$ cat src/sv/disjoint_set_union_find_macros.svh
// disjoint_set_union_find_macros.svh: assertion macros for the union-find engine
// expects clk and arst_n in the scope of each use, no other dependencies
`ifndef DISJOINT_SET_UNION_FIND_MACROS_SVH
`define DISJOINT_SET_UNION_FIND_MACROS_SVH

// consequent must hold in the same cycle as the antecedent
`define DSU_ASSERT_NOW(label, ante, cons, msg) \
	label: assert property (@(posedge clk) disable iff (!arst_n) (ante) |-> (cons)) \
		else $error(msg);

// consequent must hold in the cycle after the antecedent
`define DSU_ASSERT_NEXT(label, ante, cons, msg) \
	label: assert property (@(posedge clk) disable iff (!arst_n) (ante) |=> (cons)) \
		else $error(msg);

`endif

$ cat src/sv/dsu_pkg.sv
// dsu_pkg: shared widths, request codes and controller/datapath command types
// no dependencies
package dsu_pkg;

	localparam int ID_W             = 8;
	localparam int SIZE_W           = 9;
	localparam int TYPE_W           = 2;
	localparam int DEF_NUM_ELEMENTS = 256;

	// request codes, code 3 means nothing
	typedef enum logic [TYPE_W-1:0] {
		REQ_ADD   = 2'd0,
		REQ_UNION = 2'd1,
		REQ_QUERY = 2'd2
	} req_t;

	// how the result registers are loaded
	typedef enum logic [2:0] {
		RES_NONE  = 3'd0,
		RES_ERR   = 3'd1,
		RES_NEW   = 3'd2,
		RES_SIZE  = 3'd3,
		RES_SAME  = 3'd4,
		RES_MERGE = 3'd5,
		RES_ZERO  = 3'd6
	} res_t;

	// size table read address select
	typedef enum logic {
		SEL_RA = 1'b0,
		SEL_RB = 1'b1
	} size_sel_t;

	typedef struct packed {
		logic      latch;     // capture the request
		logic      find_a;    // start a find at elem_a
		logic      find_b;    // start a find at elem_b
		logic      par_rd;    // read parent of the current node
		logic      walk_eval; // step up, or record root and rewind
		logic      comp_wr;   // point current node at root, step up
		logic      save_ra;
		logic      save_rb;
		logic      size_rd;
		size_sel_t size_sel;
		logic      keep_sa;   // hold the first size read
		logic      add_new;   // make elem_a a singleton
		logic      merge;     // link smaller root under larger
		res_t      res;
	} dsu_cmd_t;

	typedef struct packed {
		logic [TYPE_W-1:0] req_type;
		logic              a_in_range;
		logic              a_present;
		logic              b_present;
		logic              walk_done;
		logic              comp_done;
		logic              roots_eq;
	} dsu_stat_t;

endpackage

$ cat src/sv/dsu_ctrl.sv
// dsu_ctrl: request sequencer for the union-find engine
// depends on dsu_pkg; drives dsu_datapath through dsu_cmd_t
module dsu_ctrl import dsu_pkg::*; (
	input  logic      clk,
	input  logic      arst_n,
	input  logic      start,
	input  dsu_stat_t stat,
	output dsu_cmd_t  cmd,
	output logic      busy
);

	typedef enum logic [9:0] {
		ST_IDLE     = 10'b00_0000_0001,
		ST_DECIDE   = 10'b00_0000_0010,
		ST_WALK_RD  = 10'b00_0000_0100,
		ST_WALK_EV  = 10'b00_0000_1000,
		ST_COMP_CHK = 10'b00_0001_0000,
		ST_COMP_WR  = 10'b00_0010_0000,
		ST_ROOTS    = 10'b00_0100_0000,
		ST_SIZE_RD  = 10'b00_1000_0000,
		ST_SIZE_A   = 10'b01_0000_0000,
		ST_SIZE_B   = 10'b10_0000_0000
	} state_t;

	state_t state_q, state_d;
	logic   find_b_q, find_b_d;

	always_ff @(posedge clk or negedge arst_n) begin
		if (!arst_n) begin
			state_q  <= ST_IDLE;
			find_b_q <= 1'b0;
		end else begin
			state_q  <= state_d;
			find_b_q <= find_b_d;
		end
	end

	always_comb begin
		cmd      = '0;
		state_d  = state_q;
		find_b_d = find_b_q;
		case (state_q)
			ST_IDLE: begin
				if (start) begin
					cmd.latch = 1'b1;
					state_d   = ST_DECIDE;
				end
			end
			ST_DECIDE: begin
				find_b_d = 1'b0;
				case (stat.req_type)
					REQ_ADD: begin
						if (!stat.a_in_range) begin
							cmd.res = RES_ERR;
							state_d = ST_IDLE;
						end else if (!stat.a_present) begin
							cmd.add_new = 1'b1;
							cmd.res     = RES_NEW;
							state_d     = ST_IDLE;
						end else begin
							cmd.find_a = 1'b1;
							state_d    = ST_WALK_RD;
						end
					end
					REQ_UNION, REQ_QUERY: begin
						if (!stat.a_present || !stat.b_present) begin
							cmd.res = RES_ERR;
							state_d = ST_IDLE;
						end else begin
							cmd.find_a = 1'b1;
							state_d    = ST_WALK_RD;
						end
					end
					default: begin
						cmd.res = RES_ZERO;
						state_d = ST_IDLE;
					end
				endcase
			end
			ST_WALK_RD: begin
				cmd.par_rd = 1'b1;
				state_d    = ST_WALK_EV;
			end
			ST_WALK_EV: begin
				cmd.walk_eval = 1'b1;
				state_d       = stat.walk_done ? ST_COMP_CHK : ST_WALK_RD;
			end
			ST_COMP_CHK: begin
				if (!stat.comp_done) begin
					cmd.par_rd = 1'b1;
					state_d    = ST_COMP_WR;
				end else if (find_b_q) begin
					cmd.save_rb = 1'b1;
					state_d     = ST_ROOTS;
				end else begin
					cmd.save_ra = 1'b1;
					if (stat.req_type == REQ_ADD) begin
						state_d = ST_SIZE_RD;
					end else begin
						cmd.find_b = 1'b1;
						find_b_d   = 1'b1;
						state_d    = ST_WALK_RD;
					end
				end
			end
			ST_COMP_WR: begin
				cmd.comp_wr = 1'b1;
				state_d     = ST_COMP_CHK;
			end
			ST_ROOTS: begin
				if (stat.req_type == REQ_QUERY) begin
					cmd.res = RES_SAME;
					state_d = ST_IDLE;
				end else begin
					state_d = ST_SIZE_RD;
				end
			end
			ST_SIZE_RD: begin
				cmd.size_rd  = 1'b1;
				cmd.size_sel = SEL_RA;
				state_d      = ST_SIZE_A;
			end
			ST_SIZE_A: begin
				if (stat.req_type == REQ_ADD || stat.roots_eq) begin
					cmd.res = RES_SIZE;
					state_d = ST_IDLE;
				end else begin
					cmd.keep_sa  = 1'b1;
					cmd.size_rd  = 1'b1;
					cmd.size_sel = SEL_RB;
					state_d      = ST_SIZE_B;
				end
			end
			ST_SIZE_B: begin
				cmd.merge = 1'b1;
				cmd.res   = RES_MERGE;
				state_d   = ST_IDLE;
			end
			default: begin
				state_d = ST_IDLE;
			end
		endcase
	end

	assign busy = state_q != ST_IDLE;

endmodule

$ cat config.mk
export PLATFORM = sky130hd
export DESIGN_NAME = dsu_ctrl
export DESIGN_NICKNAME = d
export VERILOG_FILES = /design/src/sv/disjoint_set_union_find_macros.svh /design/src/sv/dsu_pkg.sv /design/src/sv/dsu_ctrl.sv
export SDC_FILE = /design/constraint.sdc
export NUM_CORES = 1
export LEC_CHECK = 0
export ABC_AREA = 1
export BUFFER_PORTS_ARGS = -buffer_cell sky130_fd_sc_hd__buf_2
export CORE_AREA = 8 8 52 54
export CTS_BUF_LIST = sky130_fd_sc_hd__clkbuf_8
export CTS_CLUSTER_DIAMETER = 30
export DETAILED_ROUTE_END_ITERATION = 7
export DIE_AREA = 0 0 60 62
export PLACE_DENSITY_LB_ADDON = 0.1
export SYNTH_ARGS = -nofsm -noshare
export SYNTH_HDL_FRONTEND = slang
export SYNTH_SLANG_ARGS = --single-unit
$ cat constraint.sdc
create_clock -name clk -period 1.8 [get_ports clk]
set_input_delay 0.36 -clock clk [delete_from_list [all_inputs] [get_ports clk]]
set_output_delay 0.36 -clock clk [all_outputs]
set_load 0.03 [all_outputs]
* Word level (Yosys, flattened, before mapping)
Index checks and enable logic that the tools add are counted.
** Storage, ports and cells
- Flip-flop bits (word level) :: 11
- Bits of input ports :: 11
- Output and inout port bits :: 17
- Logic and storage cells :: 74
** Cells by class
- Equal/unequal tests :: 15
- Multiplexer cells :: 49
- Reductions and logical operators :: 8
** Operators by type and width (number)
- $pmux 10 s9 :: 1
- $mux 10 :: 4
- $mux 1 :: 24
- $pmux 10 s2 :: 1
- $mux 8 :: 2
- $mux 3 :: 5
- $pmux 3 s4 :: 1
- $eq 10x1->1 const B :: 1
- $eq 10x10->1 const B :: 1
- $eq 10x2->1 const B :: 1
- $eq 10x3->1 const B :: 1
- $eq 10x4->1 const B :: 1
- $eq 10x5->1 const B :: 1
- $eq 10x6->1 const B :: 1
- $eq 10x7->1 const B :: 1
- $eq 10x8->1 const B :: 1
- $eq 10x9->1 const B :: 1
- $mux 2 :: 5
- $ne 10x1->1 const B :: 1
- $pmux 1 s2 :: 3
- $pmux 3 s2 :: 1
- $mux 5 :: 1
- $ne 2x2->1 const B :: 2
- $pmux 2 s2 :: 1
- other kinds (8) :: 10

* Logic depth before layout (Yosys ltp)
- Word-level depth :: 5
- Mapped depth :: 8
- Gate-level depth less buffers :: 8

* Worst setup path before layout
OpenSTA, ideal clock, no wires.
- Path kind :: input to output
- Start :: in stat[6] (netlist bit)
- End :: out cmd[6] (netlist bit)
- Arrival :: 1.643 ns
- Data required time :: 1.440 ns
- Path slack :: -0.203 ns
- Stages on the path :: 5
- Buffers on the path :: 1
- Cell sequence :: inv_1 -> ha_1 -> or2_2 -> nor2_1 -> buf_4
** RTL lines
- from (decl) :: line dsu_ctrl.sv:7 : input dsu_stat_t stat,
- to (decl) :: line dsu_ctrl.sv:8 : output dsu_cmd_t cmd,

==> flow_metrics.tcl <==
set metrics [dict create \
    status "finished with violations" \
    violations "setup timing" \
    detail_route.wirelength_microns 3170 \
    worst_pin_slew_ns 0.324 \
    firstDrtPassIters 4 \
    post-route-min-period_ns 1.97 \
    htreeDepth 1 \
    postSynthCellCount 137 \
    yosysWarnings 0 \
    clock_path_buffers 2 \
    design_area_sq_mm 0.00160 \
    rsz0062_at_grt "yes" \
    start_kind "register" \
    async_reset_ff_share_pct 100 \
    synth_seq_area_share_pct 28.9 \
    hold_path.startpoint "stat[1]" \
    clock_sinks 11 \
    cap_viol_max_count 0 \
    numPortBuffers 27 \
    layout.nets 215 \
    path_cells "nor2_2 > nand2_4 > nor3_4 > nand3_2 > nand3_2 > buf_6" \
    synthesis.nets 151 \
    fin_crit_sh_pct 110 \
    synth_xor_area_share_pct 0 \
    cp.buffers_inverters 1 \
    clock-root-buffer "clkbuf_8" \
    relSlewSlack_pct 78.3 \
    max_freq_ghz 0.506 \
    coreArea_sq_mm 0.00190 \
    ant_nets 0 \
    viasPerCell 4.95 \
    yosys.area.top_type "dfrtp_1" \
    grt_pass1_wl_microns 4640 \
    ys_types 23 \
    synthAdderAreaFrac_pct 3.92 \
    grt_overflow 0 \
    io_pins 28 \
    synthTopCellsByArea "dfrtp_1 26%, inv_1 10%, nor2_1 10%" \
    cp_slowest_cell "dfrtp_1" \
    setup_violations 15 \
    synth_ff_type "dfrtp_1" \
    grt_max_degree 12 \
    holdWs_ns 0.324 \
    max_stage_delay_ns 0.40 \
    cp_common_cell "nand3_2" \
    synth_top_family_by_area "simple AND/OR/NAND/NOR gates" \
    synth_compound_area_share_pct 5.22 \
    criticalPathCategory "register to output port" \
    antenna_found_initial 0 \
    rows 16 \
    fp.dieW_microns 60 \
    synth_common_cells "26 x inv_1, 26 x nor2_1, 24 x nand2_1" \
    floorplan.initialDensity_pct 50.4 \
    synth_top_area_share_pct 26.1 \
    syn_area_sq_um 958 \
    cpLargestDelayFamily "simple AND/OR/NAND/NOR gates" \
    die_y_microns 62 \
    drc 0 \
    endpoint_kind "output port" \
    num_vias 1124 \
    hp-class "primary input to register" \
    r2r-start "state_q[4]$_DFFE_PN0P_" \
    p_total_mw 1.20 \
    placed_cell_area_sq_mm 0.00121 \
    syn_avg_cell_area_sq_um 7.00 \
    synth_edf_count 0 \
    first_global_vias 1089 \
    antenna_cells 0 \
    cp_data_arrival_time_ns 1.61 \
    path_max_fanout 5 \
    p_leak_nw 0.870 \
    synth-simple-area-share_pct 50.7 \
    synth.mux.area_fraction_pct 0 \
    wire_per_inst_microns 14.0 \
    dieArea_sq_mm 0.00372 \
    utilization_pct 83.9 \
    pre_cts_slack_ns -0.0285 \
    cts_tree "yes" \
    hold_viol_final 0 \
    ys_ff_latch 11 \
    hpwl_microns 2100 \
    initialDrtViolationCount 31 \
    layout-drive-gt1-share_pct 52.0 \
    cts_made_buffers 3 \
    clock_skew_ns 0.00149 \
    clk_pin_slew_ns 0.05 \
    crit_start "state_q[4]$_DFFE_PN0P_" \
    timing.final.ws_setup_ns -0.174 \
    gp_congestion 0.859 \
    slew_viol_final 0 \
    synthToLayoutAreaGrowth_pct 66.4 \
    clk_latency_ns 0.24 \
    irDropWorstVdd_mv 0.563 \
    grt_use_total_pct 16.9 \
    power.density_mw_per_mm2 750 \
    critPathRequiredTime_ns 1.44 \
]
registers in the layout, summed over array words and instances (netlist names):
signal	flops
state_q	10
find_b_q	1
area by class of cell:
type,count,area (sq um)
Fill cell,119,307
Timing Repair Buffer,60,485
Sequential cell,11,278
Clock buffer,3,41.3
Clock inverter,1,3.75
Tap cell,27,33.8
Inverter,27,101
Multi-Input combinational cell,98,652
cells in the final DEF (no fill, tap or decap), types with 3 or more instances in the layout:
cell type	Yosys	final
buf_4	1	32
nor2_1	26	22
inv_1	26	21
nand2_1	24	20
buf_6	0	16
nand3_1	16	12
buf_2	0	11
dfrtp_1	10	9
nor2_4	5	8
inv_2	1	7
nand3_2	3	5
nor2_2	3	4
nand2_2	1	4
nand2_4	2	3
nand3_4	1	3
nor3_4	3	3
ha_1	3	3
clkbuf_8	0	3
stage by stage:
step           cells  setup TNS [ns]
2_1_floorplan    137         -0.0398
3_3_place_gp     202         -0.0266
3_5_place_dp     202         -0.0519
4_1_cts          213           -1.04
5_1_grt          227           -2.56
6_report         227           -1.52
routing by layer:
| metal | track usage [%] | vias to the layer above | routed length [microns] |
|---|---|---|---|
| met5 | 0 | - | 0 |
| met4 | 11.6 | 0 | 91 |
| met3 | 3.09 | 9 | 129 |
| met2 | 29.8 | 36 | 1640 |
| met1 | 18.1 | 520 | 1310 |
| li1 | - | 559 | - |
cell families after synthesis:
| family | after synthesis |
|---|---|
| simple gates | 87 |
| fa+ha+maj | 3 |
| compound gates | 8 |
| buf+inv | 28 |
| flops | 11 |
final timing paths:
| path | end | slack [ns] | cells past startpoint |
|---|---|---|---|
| max in group asynchronous | state_q[0]$_DFFE_PN1P_ | 0.99 | 2 |
| setup reg to reg | state_q[0]$_DFFE_PN1P_ | 0.24 | 9 |
| min in group asynchronous | find_b_q$_DFFE_PN0P_ | 0.54 | 2 |
| hold / removal | state_q[5]$_DFFE_PN0P_ | 0.32 | 2 |
| setup / recovery | cmd[0] | -0.17 | 6 |
| hold reg to reg | state_q[7]$_DFFE_PN0P_ | 0.63 | 3 |
where the power goes:
| part | total [mW] | internal, mW | switching (mW) |
|---|---|---|---|
| logic | 0.636 | 0.292 | 0.343 |
| registers | 0.310 | 0.279 | 0.0313 |
| clock network | 0.251 | 0.150 | 0.101 |
repair_timing:
action                                 CTS  global route
setup buffers                            6            15
pin swaps                               10            13
hold buffers                             1             0
setup endpoints to repair               16            16
resized for setup                       38            19
endpoints found under the hold margin   10             0
Note: power is estimated with default switching activity, not from simulation.
